[src/ult_pkg.sv]
// ----------------------------------------------------------------------------
// ult_pkg
// Shared types and constants of the unsorted list table.
// ----------------------------------------------------------------------------
package ult_pkg;

    localparam int CAPACITY   = 16;
    localparam int ITEM_WIDTH = 32;

    localparam int ADDR_W  = (CAPACITY > 1) ? $clog2(CAPACITY) : 1;
    localparam int CNT_W   = $clog2(CAPACITY + 1);

    // fixed field widths of the transaction ports
    localparam int OP_W    = 3;
    localparam int FIELD_W = 32;
    localparam int COUNT_W = 5;

    typedef enum logic [OP_W-1:0] {
        OP_INSERT   = 3'd0,
        OP_DELETE   = 3'd1,
        OP_RETRIEVE = 3'd2,
        OP_GET_NEXT = 3'd3,
        OP_RST_CUR  = 3'd4,
        OP_EMPTY    = 3'd5
    } t_op;

    typedef enum logic [1:0] {
        ST_OK        = 2'd0,
        ST_NOT_FOUND = 2'd1,
        ST_FULL      = 2'd2,
        ST_PAST_END  = 2'd3
    } t_status;

    typedef enum logic [1:0] {
        S_IDLE,
        S_SCAN,
        S_MOVE,
        S_GETN
    } t_state;

    typedef struct packed {
        logic [OP_W-1:0]    op;
        logic [FIELD_W-1:0] item;
    } t_req;

    typedef struct packed {
        logic [1:0]         status;
        logic               found;
        logic [FIELD_W-1:0] item_out;
        logic [COUNT_W-1:0] count;
        logic               is_full;
    } t_rsp;

endpackage

[src/ult_ram.sv]
// ----------------------------------------------------------------------------
// ult_ram
// Generic single-write, single-read RAM with registered read data.
// ----------------------------------------------------------------------------
module ult_ram #(
    parameter  int WIDTH = 32,
    parameter  int DEPTH = 16,
    localparam int AW    = (DEPTH > 1) ? $clog2(DEPTH) : 1
) (
    input  logic             i_clk,
    input  logic             i_we,
    input  logic [AW-1:0]    i_waddr,
    input  logic [WIDTH-1:0] i_wdata,
    input  logic [AW-1:0]    i_raddr,
    output logic [WIDTH-1:0] o_rdata
);

    logic [WIDTH-1:0] r_mem [DEPTH];
    logic [WIDTH-1:0] r_rdata;

    always_ff @(posedge i_clk) begin
        if (i_we) begin
            r_mem[i_waddr] <= i_wdata;
        end
        r_rdata <= r_mem[i_raddr];
    end

    assign o_rdata = r_rdata;

endmodule

[src/unsorted_list_table.sv]
// ----------------------------------------------------------------------------
// unsorted_list_table
// Fixed-capacity unsorted list with linear search, held in one RAM.
// ----------------------------------------------------------------------------
// A transaction is taken when start is high and busy is low; its single result
// appears on o_rsp for one cycle with o_valid high and cannot be held off.
// Insert, reset cursor, make empty, undefined ops and every error that needs
// no search give their result in the cycle after start. Get next reads the
// entry at the cursor and shows it from the GETN state. Retrieve and delete
// search the entries in order from position 0 until a hit or the last one;
// a delete hit also fetches the last entry and writes it over the hit in
// the MOVE state. The list RAM has one read port, so the search checks one
// entry per cycle. A new start may be given in the cycle the result is shown.
// Entries are not cleared at reset; only entries below the count are used.
// ----------------------------------------------------------------------------
module unsorted_list_table
    import ult_pkg::*;
(
    input  logic i_clk,
    input  logic i_rst_n,
    input  logic start,
    input  t_req i_req,
    output logic busy,
    output logic o_valid,
    output t_rsp o_rsp
);

    t_state r_state, n_state;
    logic [CNT_W-1:0]      r_count, n_count;
    logic [CNT_W-1:0]      r_cursor, n_cursor;
    logic                  r_valid, n_valid;
    t_rsp                  r_rsp, n_rsp;
    t_op                   r_op, n_op;
    logic [ITEM_WIDTH-1:0] r_key, n_key;
    logic [ADDR_W-1:0]     r_idx, n_idx;

    logic                  ram_we;
    logic [ADDR_W-1:0]     ram_waddr;
    logic [ITEM_WIDTH-1:0] ram_wdata;
    logic [ADDR_W-1:0]     ram_raddr;
    logic [ITEM_WIDTH-1:0] ram_rdata;

    logic [CNT_W-1:0]      last_pos;
    logic                  scan_hit;
    logic                  scan_last;
    logic                  accept;

    ult_ram #(
        .WIDTH (ITEM_WIDTH),
        .DEPTH (CAPACITY)
    ) u_ram (
        .i_clk   (i_clk),
        .i_we    (ram_we),
        .i_waddr (ram_waddr),
        .i_wdata (ram_wdata),
        .i_raddr (ram_raddr),
        .o_rdata (ram_rdata)
    );

    assign busy   = (r_state != S_IDLE);
    assign accept = start && !busy;

    assign last_pos  = r_count - CNT_W'(1);
    assign scan_hit  = (ram_rdata == r_key);
    assign scan_last = ((CNT_W'(r_idx) + CNT_W'(1)) == r_count);

    always_ff @(posedge i_clk) begin
        if (!i_rst_n) begin
            r_state  <= S_IDLE;
            r_count  <= '0;
            r_cursor <= '0;
            r_valid  <= 1'b0;
        end else begin
            r_state  <= n_state;
            r_count  <= n_count;
            r_cursor <= n_cursor;
            r_valid  <= n_valid;
        end
    end

    always_ff @(posedge i_clk) begin
        r_rsp <= n_rsp;
        r_op  <= n_op;
        r_key <= n_key;
        r_idx <= n_idx;
    end

    always_comb begin
        n_state   = r_state;
        n_count   = r_count;
        n_cursor  = r_cursor;
        n_valid   = 1'b0;
        n_op      = r_op;
        n_key     = r_key;
        n_idx     = r_idx;
        n_rsp     = r_rsp;
        ram_we    = 1'b0;
        ram_waddr = r_count[ADDR_W-1:0];
        ram_wdata = r_key;
        ram_raddr = '0;

        unique case (r_state)
            S_IDLE: begin
                if (accept) begin
                    n_op           = t_op'(i_req.op);
                    n_key          = ITEM_WIDTH'(i_req.item);
                    n_idx          = '0;
                    n_rsp.status   = ST_OK;
                    n_rsp.found    = 1'b0;
                    n_rsp.item_out = '0;
                    unique case (t_op'(i_req.op))
                        OP_INSERT: begin
                            n_valid = 1'b1;
                            if (r_count >= CNT_W'(CAPACITY)) begin
                                n_rsp.status = ST_FULL;
                            end else begin
                                ram_we    = 1'b1;
                                ram_wdata = ITEM_WIDTH'(i_req.item);
                                n_count   = r_count + CNT_W'(1);
                            end
                        end
                        OP_DELETE, OP_RETRIEVE: begin
                            if (r_count == '0) begin
                                n_valid      = 1'b1;
                                n_rsp.status = ST_NOT_FOUND;
                            end else begin
                                n_state = S_SCAN;
                            end
                        end
                        OP_GET_NEXT: begin
                            if (r_cursor < r_count) begin
                                ram_raddr = r_cursor[ADDR_W-1:0];
                                n_state   = S_GETN;
                            end else begin
                                n_valid      = 1'b1;
                                n_rsp.status = ST_PAST_END;
                            end
                        end
                        OP_RST_CUR: begin
                            n_valid  = 1'b1;
                            n_cursor = '0;
                        end
                        OP_EMPTY: begin
                            n_valid = 1'b1;
                            n_count = '0;
                        end
                        default: begin
                            n_valid = 1'b1;
                        end
                    endcase
                end
            end
            S_SCAN: begin
                // ram_rdata holds entry r_idx
                ram_raddr = r_idx + ADDR_W'(1);
                if (scan_hit) begin
                    if (r_op == OP_DELETE) begin
                        ram_raddr = last_pos[ADDR_W-1:0];
                        n_state   = S_MOVE;
                    end else begin
                        n_valid        = 1'b1;
                        n_rsp.found    = 1'b1;
                        n_rsp.item_out = FIELD_W'(ram_rdata);
                        n_state        = S_IDLE;
                    end
                end else if (scan_last) begin
                    n_valid      = 1'b1;
                    n_rsp.status = ST_NOT_FOUND;
                    n_state      = S_IDLE;
                end else begin
                    n_idx = r_idx + ADDR_W'(1);
                end
            end
            S_MOVE: begin
                // last entry fills the hole; harmless when the hit was the last
                ram_we      = 1'b1;
                ram_waddr   = r_idx;
                ram_wdata   = ram_rdata;
                n_count     = last_pos;
                n_valid     = 1'b1;
                n_rsp.found = 1'b1;
                n_state     = S_IDLE;
            end
            S_GETN: begin
                n_valid        = 1'b1;
                n_rsp.item_out = FIELD_W'(ram_rdata);
                n_cursor       = r_cursor + CNT_W'(1);
                n_state        = S_IDLE;
            end
            default: begin
                n_state = S_IDLE;
            end
        endcase

        n_rsp.count   = COUNT_W'(n_count);
        n_rsp.is_full = (n_count == CNT_W'(CAPACITY));
    end

    assign o_valid = r_valid;
    assign o_rsp   = r_rsp;

    a_count_bound: assert property (@(posedge i_clk) disable iff (!i_rst_n)
        r_count <= CNT_W'(CAPACITY))
        else $error("list count beyond capacity");

    a_scan_in_list: assert property (@(posedge i_clk) disable iff (!i_rst_n)
        (r_state == S_SCAN) |-> (CNT_W'(r_idx) < r_count))
        else $error("search index past end of list");

    a_valid_idle: assert property (@(posedge i_clk) disable iff (!i_rst_n)
        o_valid |-> !busy)
        else $error("result shown while a transaction is in flight");

    a_found_ok: assert property (@(posedge i_clk) disable iff (!i_rst_n)
        (o_valid && o_rsp.found) |-> (o_rsp.status == ST_OK))
        else $error("found flagged with error status");

    a_insert_grows: assert property (@(posedge i_clk) disable iff (!i_rst_n)
        (accept && (t_op'(i_req.op) == OP_INSERT) && (r_count < CNT_W'(CAPACITY)))
        |=> (r_count == $past(r_count) + CNT_W'(1)))
        else $error("insert did not grow the list");

endmodule

[config.mk]
export PLATFORM = sky130hd
export DESIGN_NAME = unsorted_list_table
export DESIGN_NICKNAME = d
export VERILOG_FILES = /design/src/ult_pkg.sv /design/src/ult_ram.sv /design/src/unsorted_list_table.sv
export SDC_FILE = /design/constraint.sdc
export NUM_CORES = 1
export LEC_CHECK = 0
export BUFFER_PORTS_ARGS = -buffer_cell sky130_fd_sc_hd__buf_2
export CAP_MARGIN = 20
export CORE_ASPECT_RATIO = 0.75
export CORE_MARGIN = 2
export CORE_UTILIZATION = 30
export DETAILED_ROUTE_END_ITERATION = 8
export HOLD_SLACK_MARGIN = 0.06
export PLACE_DENSITY = 0.5
export SETUP_SLACK_MARGIN = 0.3
export SLEW_MARGIN = 0
export SYNTH_ARGS = -nofsm -noshare
export SYNTH_HDL_FRONTEND = slang
export SYNTH_SLANG_ARGS = --single-unit
[constraint.sdc]
create_clock -name i_clk -period 8.75 [get_ports i_clk]
set_clock_uncertainty 0.2 [all_clocks]
set_input_delay 1.3125 -clock i_clk [delete_from_list [all_inputs] [get_ports i_clk]]
set_output_delay 1.3125 -clock i_clk [all_outputs]
set_load 0.01 [all_outputs]
-- Yosys cells after proc, flatten, opt, wreduce, memory -nomap -nowiden
Memories as Yosys holds them, arrays and structs flattened. A register that Yosys moved wholly into a read port is not among the register bits.
Index checks and enable logic that the tools add are counted.
Widths: inputs -> output; s select.
- input bits: 38
- output and inout port bits: 43
- logic and storage cells: 118
- RAM bits: 512
- register bits after elaboration: 93
- memories: 1
- memory list (memory ; words ; bits a word ; read ports ; clocked after memory_dff ; write ports ; RTL line ; source):
    u_ram.r_mem ; 16 ; 32 ; 1 ; 1 ; 1 ; ult_ram.sv:18 ; logic [WIDTH-1:0] r_mem [DEPTH];
- add/sub/neg operators: 5
- multiplexer cells: 56
- eq/ne operators: 23
- $lt $le $gt $ge: 2
- reduce and logical (&&, ||, !) cells: 19
- operator list (kind ; count):
    $mux 32 ; 3
    $pmux 32 s3 ; 1
    $mux 33 ; 2
    $pmux 32 s2 ; 1
    $mux 4 ; 9
    $mux 35 ; 1
    $eq 32x32->1 ; 1
    $pmux 5 s2 ; 3
    $mux 2 ; 10
    $mux 5 ; 4
    $pmux 4 s2 ; 2
    $reduce_and 4->1 ; 4
    $mux 1 ; 12
    $ne 2x2->1 const B ; 6
    $pmux 2 s3 ; 2
    $add 5x1->5 const B ; 2
    $ne 3x3->1 const B ; 3
    $pmux 2 s2 ; 2
    $eq 3x1->1 const B ; 2
    $eq 3x2->1 const B ; 2
    $eq 3x3->1 const B ; 2
    $pmux 1 s3 ; 2
    $reduce_bool 2->1 ; 3
    $reduce_bool 3->1 ; 2
    other kinds (21) ; 24

-- Depth between registers and ports, before layout
Gate-level depths: netlist (run 1).
- depth after elaboration: 7
- mapped depth: 13
- gate-level depth less buffers: 11

-- Hierarchy
A second synthesis (run 1) with hierarchy kept.
- cells, all modules: 1330
- area, all modules: 24946.4 um2
- modules (own cells, without submodules) (module ; times used ; seq. area each (um2) ; area each (um2) ; cells an instance):
    ult_ram ; 1 ; 16015.4 ; 19835.3 ; 838
    unsorted_list_table ; 1 ; 2602.5 ; 5111.2 ; 492

-- Worst setup path after synthesis (run 1)
Ideal clock, no wire load.
- path type: input port to flip-flop
- start: input port start
- end: memory u_ram.r_mem[2][0], enable pin
- stages: 7
- data arrival time: 4.570 ns
- library setup time: 0.421 ns
- buffers on the path: 2
- path slack: 3.559 ns
- data required time: 8.129 ns
- cell sequence: nand2_1 inv_1 and3_1 clkbuf_1 clkbuf_1 a41oi_1 nor2_1
- longest elaborated chain between the ends: 5
- ends and longest elaborated chain (element ; RTL line ; source):
    from (decl) ; unsorted_list_table.sv:21 ; input logic start,
    $logic_and 1x1->1 ; unsorted_list_table.sv:61 ; assign accept = start && !busy;
    $mux 1 ; unsorted_list_table.sv:104 ; if (accept) begin
    $pmux 1 s2 ; unsorted_list_table.sv:102 ; unique case (r_state)
    $mux 1 ; ult_ram.sv:22 ; if (i_we) begin
    $mux 1 (not written as such) ; ult_ram.sv:23 ; r_mem[i_waddr] <= i_wdata;
    to (decl) ; ult_ram.sv:18 ;
No other way between the ends.

-- Worst setup path in the final report (run 1)
- start: register r_key[19]
- end: register u_ram.r_rdata[4], in the netlist u_ram.o_rdata[4], read port of u_ram.r_mem
- longest elaborated chain between the ends: 3
- ends and longest elaborated chain (element ; RTL line ; source):
    from (decl) ; unsorted_list_table.sv:34 ; logic [ITEM_WIDTH-1:0] r_key, n_key;
    from (signal assigned) ; unsorted_list_table.sv:84 ; r_key <= n_key;
    $eq 32x32->1 ; unsorted_list_table.sv:64 ; assign scan_hit = (ram_rdata == r_key);
    $mux 4 ; unsorted_list_table.sv:156 ; if (scan_hit) begin
    $pmux 4 s2 ; unsorted_list_table.sv:102 ;
    to (decl) ; ult_ram.sv:19 ; logic [WIDTH-1:0] r_rdata;
No other way between the ends.
A chain may end at the register's enable or synchronous reset.

==> results of run 1 <==
-- sequential cells by signal, indices dropped and copies added, names as in the netlist --
signal,count
r_state,2
r_key,32
r_op,3
u_ram.r_mem,512
r_cursor,5
u_ram.o_rdata,32
o_valid,1
o_rsp,41
r_idx,4
r_count,5
-- worst paths after layout --
kind / depth (start not counted) / to / slack [ps]
hold / removal: 2 / r_cursor[4] / 370
setup / recovery: 11 / u_ram.o_rdata[4] / 3540
hold reg to reg: 2 / r_cursor[4] / 370
setup reg to reg: 11 / u_ram.o_rdata[4] / 3540
-- per-stage QoR --
| step | utilization | power, mW | area, um2 | cells | worst slack (ps) |
|---|---|---|---|---|---|
| after floorplan | - | 5.86 | 26100 | 1672 | 3560 |
| after global placement | 0.323 | 6.78 | 27800 | 2822 | 3270 |
| after detailed placement | 0.324 | 6.83 | 27900 | 2823 | 3260 |
| after CTS | 0.348 | 9.64 | 30000 | 2937 | 3640 |
| after global routing | 0.348 | 9.97 | 30000 | 2937 | 3380 |
| final | 0.348 | 9.54 | 30000 | 2937 | 3540 |
-- power by group --
| part | internal [mW] | total [mW] | switching (mW) |
|---|---|---|---|
| logic | 0.634 | 2.26 | 1.62 |
| registers | 4.28 | 4.49 | 0.207 |
| clock network | 1.64 | 2.80 | 1.15 |
| total | 6.56 | 9.54 | 2.98 |
-- per-layer routing --
metal	part of all wire	up-vias
li1	-	6666
met1	0.49	7488
met2	0.43	428
met3	0.055	69
met4	0.016	0
met5	0	-
-- worst max-delay path: stages, from the launching register on --
cell and delay [ps]:
edfxtp_1 440, xor2_1 260, nor4_1 1030, nand4_1 270, nor3_2 490, mux2i_1 170, a22oi_2 200, buf_12 520
buf_4 700, mux2_2 290, o22ai_1 70, a221o_1 290
-- cell usage in the layout (no fill, tap or decap), drive strengths merged, types with 3 or more instances in the layout --
cell type / Yosys / final
edfxtp: 586 / 586
mux2i: 196 / 196
a21oi: 115 / 115
buf: 57 / 112
nor2b: 98 / 98
nand2: 82 / 82
clkbuf: 44 / 75
a211oi: 67 / 67
a221o: 65 / 65
mux2: 64 / 64
dfxtp: 51 / 51
nor2: 49 / 49
xor2: 36 / 36
o22ai: 32 / 32
clkinv: 1 / 28
inv: 15 / 16
o21ai: 13 / 13
ha: 13 / 13
nor4: 12 / 12
bufinv: 0 / 11
nor3: 10 / 10
nand3: 8 / 8
and2: 7 / 7
xnor2: 7 / 7
a31oi: 6 / 6
nand2b: 5 / 5
a22oi: 5 / 5
nor3b: 4 / 4
nand4: 3 / 3
-- final cells by class --
type	count	share of cell area
multi-input cells	918	0.236
clock inverters	39	0.0158
repair buffers	112	0.0230
inverters	16	0.00200
well taps	1140	0.0476
clock buffers	75	0.0544
flip-flops and latches	637	0.621
-- cell families (layout without fill, tap and decap cells) --
| kind of cell | Yosys count | count (layout) | share of synthesized area |
|---|---|---|---|
| buf+inv | 117 | 242 | 0.0244 |
| simple gates | 283 | 283 | 0.0549 |
| mux | 260 | 260 | 0.103 |
| compound gates | 319 | 319 | 0.0853 |
| fa+ha+maj | 13 | 13 | 0.00622 |
| flops | 637 | 637 | 0.712 |
| xor+xnor | 43 | 43 | 0.0144 |
==> results.cfg, run 1 <==
[die]
coreArea_um2 = 86100
dieArea_um2 = 89500
num_io_pins = 81
rows = 93
die_x_um = 345
start_util = 0.304
die_y_um = 260

[grt]
grtUsageMet2 = 0.227
use_met3 = 0.0235
grt-busiest-layer = met1
grtUsageMet1 = 0.235
first_global_vias = 14408
grt_max_degree = 137
grt_usage = 0.153
overflow = 0
antenna_found_initial = 0
grt_pass1_wl_um = 101000

[routing]
drc_errors = 0
routed_wl_um = 69200
avgViaCountPerCell = 4.99
vias = 14651
ant_nets = 0
first_iter_violations = 1188
wl_per_cell_um = 23.6
drt_pass1_iterations = 5

[critical_path]
arrival_ps = 5520
endpoint_kind = flop
cp_data_required_time_ps = 9060
cp_max_fo = 133
critPathLaunchType = flop
r2r_start = r_key[19]
crit_type = flop to flop
critPathLaunch = r_key[19]

[sta]
max_freq_mhz = 192
worst_pin_slew_ps = 1180
slew_headroom = 0.206
final.min_clock_period_ps = 5210
whs_ps = 369
final_max_slew_viol_count = 0
setup_tns_ps = 0
final-hold-violation-count = 0
setup_viol = 0
rsz0062_at_grt = false
post-route-period-util = 0.595

[clock_tree]
cts_tree = built
clk_pin_slew_ps = 70
worst_skew_pair.late_latency_ps = 630
cts_resized = 0
cts_setup_buffers = 0
cts.sink_count = 637
cts.path.max_buffers = 3
clock_tree.root_cell = clkbuf_16
cts.htree.levels = 2
cts-buffers-inserted = 61
postCtsHoldBufs = 0

[yosys]
synth_flop_cell = edfxtp_1
synth_top_area_frac = 0.673
synth_edf_count = 586
ys_warn_count = 0
syn_avg_cell_area_um2 = 15.6
synthArstFlopShare = 0
synth_top_cell_by_area = edfxtp_1
syn-num-nets = 1723
syn_area_um2 = 26100
yosys-top-cells-count = edfxtp_1 (586), mux2i_1 (196), a21oi_1 (115), nor2b_1 (98), nand2_1 (82)
synth_most_common_cell = edfxtp_1
syn_inst = 1672
yosysUniqueCellTypes = 54
synth_area_leaders = edfxtp_1 (67%), mux2i_1 (7.5%), dfxtp_1 (3.9%)
ys_seq_area_frac = 0.712
ys_ff_latch = 637

[finish]
area_delta_synth_final_pct = 14.6
n_antenna_cell = 0
fin_nets = 1797
regArea_um2 = 18600
fillers = 8184
multi_input_comb_area_um2 = 7070
drive_above_1_share = 0.169

[placed_design]
port_buffers = 80
gp_congestion = 0.801
dp_hpwl_um = 39700

[status]
status = finished, final reports clean

[pwr]
peakVddDrop_v = 0.000153
leakage_nw = 11.0
p_per_area_nw_per_um2 = 318

[run]
drv_cap = 0

[hold_path]
worstHoldStart = r_cursor[4]
hold_path.class = flop to flop
(Power assumes the default switching activity.)
==> run 2: changes to the inputs <==
--- a/config.mk
+++ b/config.mk
@@ -5,6 +5,7 @@
 export SDC_FILE = /design/constraint.sdc
 export NUM_CORES = 1
 export LEC_CHECK = 0
+export ABC_AREA = 1
 export BUFFER_PORTS_ARGS = -buffer_cell sky130_fd_sc_hd__buf_2
 export CAP_MARGIN = 20
 export CORE_ASPECT_RATIO = 0.75
@@ -12,7 +13,7 @@
 export CORE_UTILIZATION = 30
 export DETAILED_ROUTE_END_ITERATION = 8
 export HOLD_SLACK_MARGIN = 0.06
-export PLACE_DENSITY = 0.5
+export PLACE_DENSITY = 0.52
 export SETUP_SLACK_MARGIN = 0.3
 export SLEW_MARGIN = 0
 export SYNTH_ARGS = -nofsm -noshare
==> constraint.sdc (replaced) <==
create_clock -name i_clk -period 4.79 [get_ports i_clk]
set_clock_uncertainty 0.2 [all_clocks]
set_input_delay 0.7185 -clock i_clk [delete_from_list [all_inputs] [get_ports i_clk]]
set_output_delay 0.7185 -clock i_clk [all_outputs]
set_load 0.01 [all_outputs]
==> results.cfg, run 2 <==
[pwr]
p_per_area_nw_per_um2 = 619
finalPower_mw = 20.2
internal-power_mw = 12.7
swShare = 0.372
comb_power_share = 0.341
leakage_nw = 12.9
clock_power_share = 0.232
peakVddDrop_v = 0.000381
switching_power_mw = 7.51
p_seq_frac = 0.427

[sta]
rsz0062_at_grt = false
worst_pin_slew_ps = 1130
setup_tns_ps = 0
post-route-period-util = 0.806
slew_headroom = 0.244
final_max_slew_viol_count = 0
setup_viol = 0
max_freq_mhz = 259
final.min_clock_period_ps = 3860
fin_ws_ps = 929
final-hold-violation-count = 0

[status]
status = finished, final reports clean

[die]
die_x_um = 361
dieArea_um2 = 98000
die_y_um = 272
rows = 98
start_util = 0.301
coreArea_um2 = 95000
num_io_pins = 81

[yosys]
synth_most_common_cell = nand3_1
ys_seq_area_frac = 0.650
synth_flop_cell = edfxtp_1
syn_area_um2 = 28600
syn_avg_cell_area_um2 = 10.6
synth_edf_count = 586
synth_top_area_frac = 0.614
synth_top_cell_by_area = edfxtp_1
synthArstFlopShare = 0
syn-num-nets = 2761
ys_ff_latch = 637
syn_inst = 2710
ys_warn_count = 0
yosysUniqueCellTypes = 47
synth_area_leaders = edfxtp_1 (61%), nand3_1 (10%), inv_1 (5.8%)
yosys-top-cells-count = nand3_1 (594), edfxtp_1 (586), inv_1 (446), nand2_1 (392), nand3b_1 (128)

[clock_tree]
cts.sink_count = 637
worst_skew_pair.late_latency_ps = 620
cts.path.max_buffers = 3
clock_tree.root_cell = clkbuf_16
cts_tree = built
cts-buffers-inserted = 58
cts_resized = 0
postCtsHoldBufs = 6
cts_setup_buffers = 0
cts.htree.levels = 2
clk_pin_slew_ps = 70

[critical_path]
critPathLaunch = r_key[29]
critPathLaunchType = flop
endpoint_kind = flop
cp_max_fo = 65
reg2reg_slack_ps = 930
r2r_start = r_key[29]
cp_data_required_time_ps = 5150
crit_type = flop to flop
critPathCapture = u_ram.o_rdata[7]
r2r_end = u_ram.o_rdata[7]
reg2reg_depth = 14
arrival_ps = 4220

[grt]
first_global_vias = 18249
grt_pass1_wl_um = 119000
antenna_found_initial = 1
grt_max_degree = 139
overflow = 0
grt_usage = 0.159

[routing]
first_iter_violations = 1945
drc_errors = 0
ant_nets = 0
wl_per_cell_um = 19.4
avgViaCountPerCell = 4.80
drt_pass1_iterations = 5
vias = 19630
routed_wl_um = 79500

[finish]
top_register = u_ram.r_mem
fillers = 9502
fin_nets = 2840
largest_reg_flops = 512
fin_area_um2 = 32600
layout_commonest_cell = nand3_1
area_delta_synth_final_pct = 13.9
n_antenna_cell = 0
drive_above_1_share = 0.112
final_cell_mix = nand3_1 (594), edfxtp_1 (586), inv_1 (446)

[placed_design]
dp_hpwl_um = 45800
port_buffers = 80
postPlaceCellArea_um2 = 30700
gp_congestion = 0.848
post-place-ws_ps = 965

[hold_path]
hold_path.class = primary input to flop

[run]
drv_cap = 0
-- run 2: changes by cell type after synthesis, sizes merged, moves of 33 or more --
| cell | previous run | this run |
|---|---|---|
| nand3 | 8 | 597 |
| o21ai | 13 | 71 |
| buf | 57 | 122 |
| a221o | 65 | 0 |
| inv | 15 | 472 |
| xor2 | 36 | 3 |
| mux2 | 64 | 0 |
| a211oi | 67 | 1 |
| nand2 | 82 | 397 |
| nor2 | 49 | 119 |
| nand3b | 0 | 128 |
| a21oi | 115 | 27 |
| mux2i | 196 | 0 |
| nor2b | 98 | 0 |
-- run 2: logic make-up after synthesis --
| kind of cell | synth area share |
|---|---|
| XOR/XNOR | 0.00703 |
| buffers and inverters | 0.0949 |
| adder cells (fa/ha/maj) | 0.00568 |
| AO/OA/AOI/OAI | 0.0301 |
| AND/OR/NAND/NOR | 0.212 |
| flip-flops | 0.650 |
-- run 2: final cells by class --
class / instances / area (um2) / area share
clock buffer: 72 / 1560 / 0.0477
inverter: 476 / 1790 / 0.0548
clock inverter: 36 / 314 / 0.00962
sequential: 637 / 18600 / 0.571
tap: 1250 / 1560 / 0.0479
timing repair buffer: 172 / 1320 / 0.0404
multi-input combinational: 1444 / 7470 / 0.229
-- run 2: worst max-delay path, cell delays in order (launching register included) --
cell      delay, ps
edfxtp_1        430
xnor2_1         440
nand2_1         190
nor2_1          120
nand2_1          90
nor2_4          260
nand3_1         120
nand3_1         160
nand2_4          90
inv_4           690
buf_12          360
nand3_1         150
nand3_1         100
nand3_1          90
nand2_1         130
-- run 2: power groups by stage --
stage               Clock (mW)  Sequential, mW  Combinational [mW]
global route              5.00            8.69                7.63
CTS                       4.79            8.64                6.90
finish                    4.69            8.62                6.89
floorplan                    0            8.69                4.13
detailed placement           0            8.76                6.88
global placement             0            8.76                6.87
-- run 2: through the flow --
stage                      util  cells  hold slack, ps
after floorplan               -   2710             303
after global placement    0.323   3970             326
after detailed placement  0.323   3971             337
after CTS                 0.343   4085            61.3
after global routing      0.343   4087            68.7
final                     0.343   4087            97.3
-- run 2: how the worst min path moves through the flow --
| stage | start | endpoint | slack, ps | cells past startpoint |
|---|---|---|---|---|
| 3_5_place_dp | r_count[3] | r_count[3] | 340 | 2 |
| 6_report | i_req[7] | r_key[7] | 100 | 1 |
| 3_3_place_gp | r_count[3] | r_count[3] | 330 | 2 |
| 2_1_floorplan | r_count[3] | r_count[3] | 300 | 2 |
| 4_1_cts | i_req[25] | r_key[25] | 60 | 1 |
| 5_1_grt | i_req[16] | r_key[16] | 70 | 1 |
-- run 2: routing by layer --
metal,part of all wire,track usage
met4,0.024,0.0407
met2,0.42,0.229
met3,0.058,0.0244
met1,0.50,0.246
met5,0,0
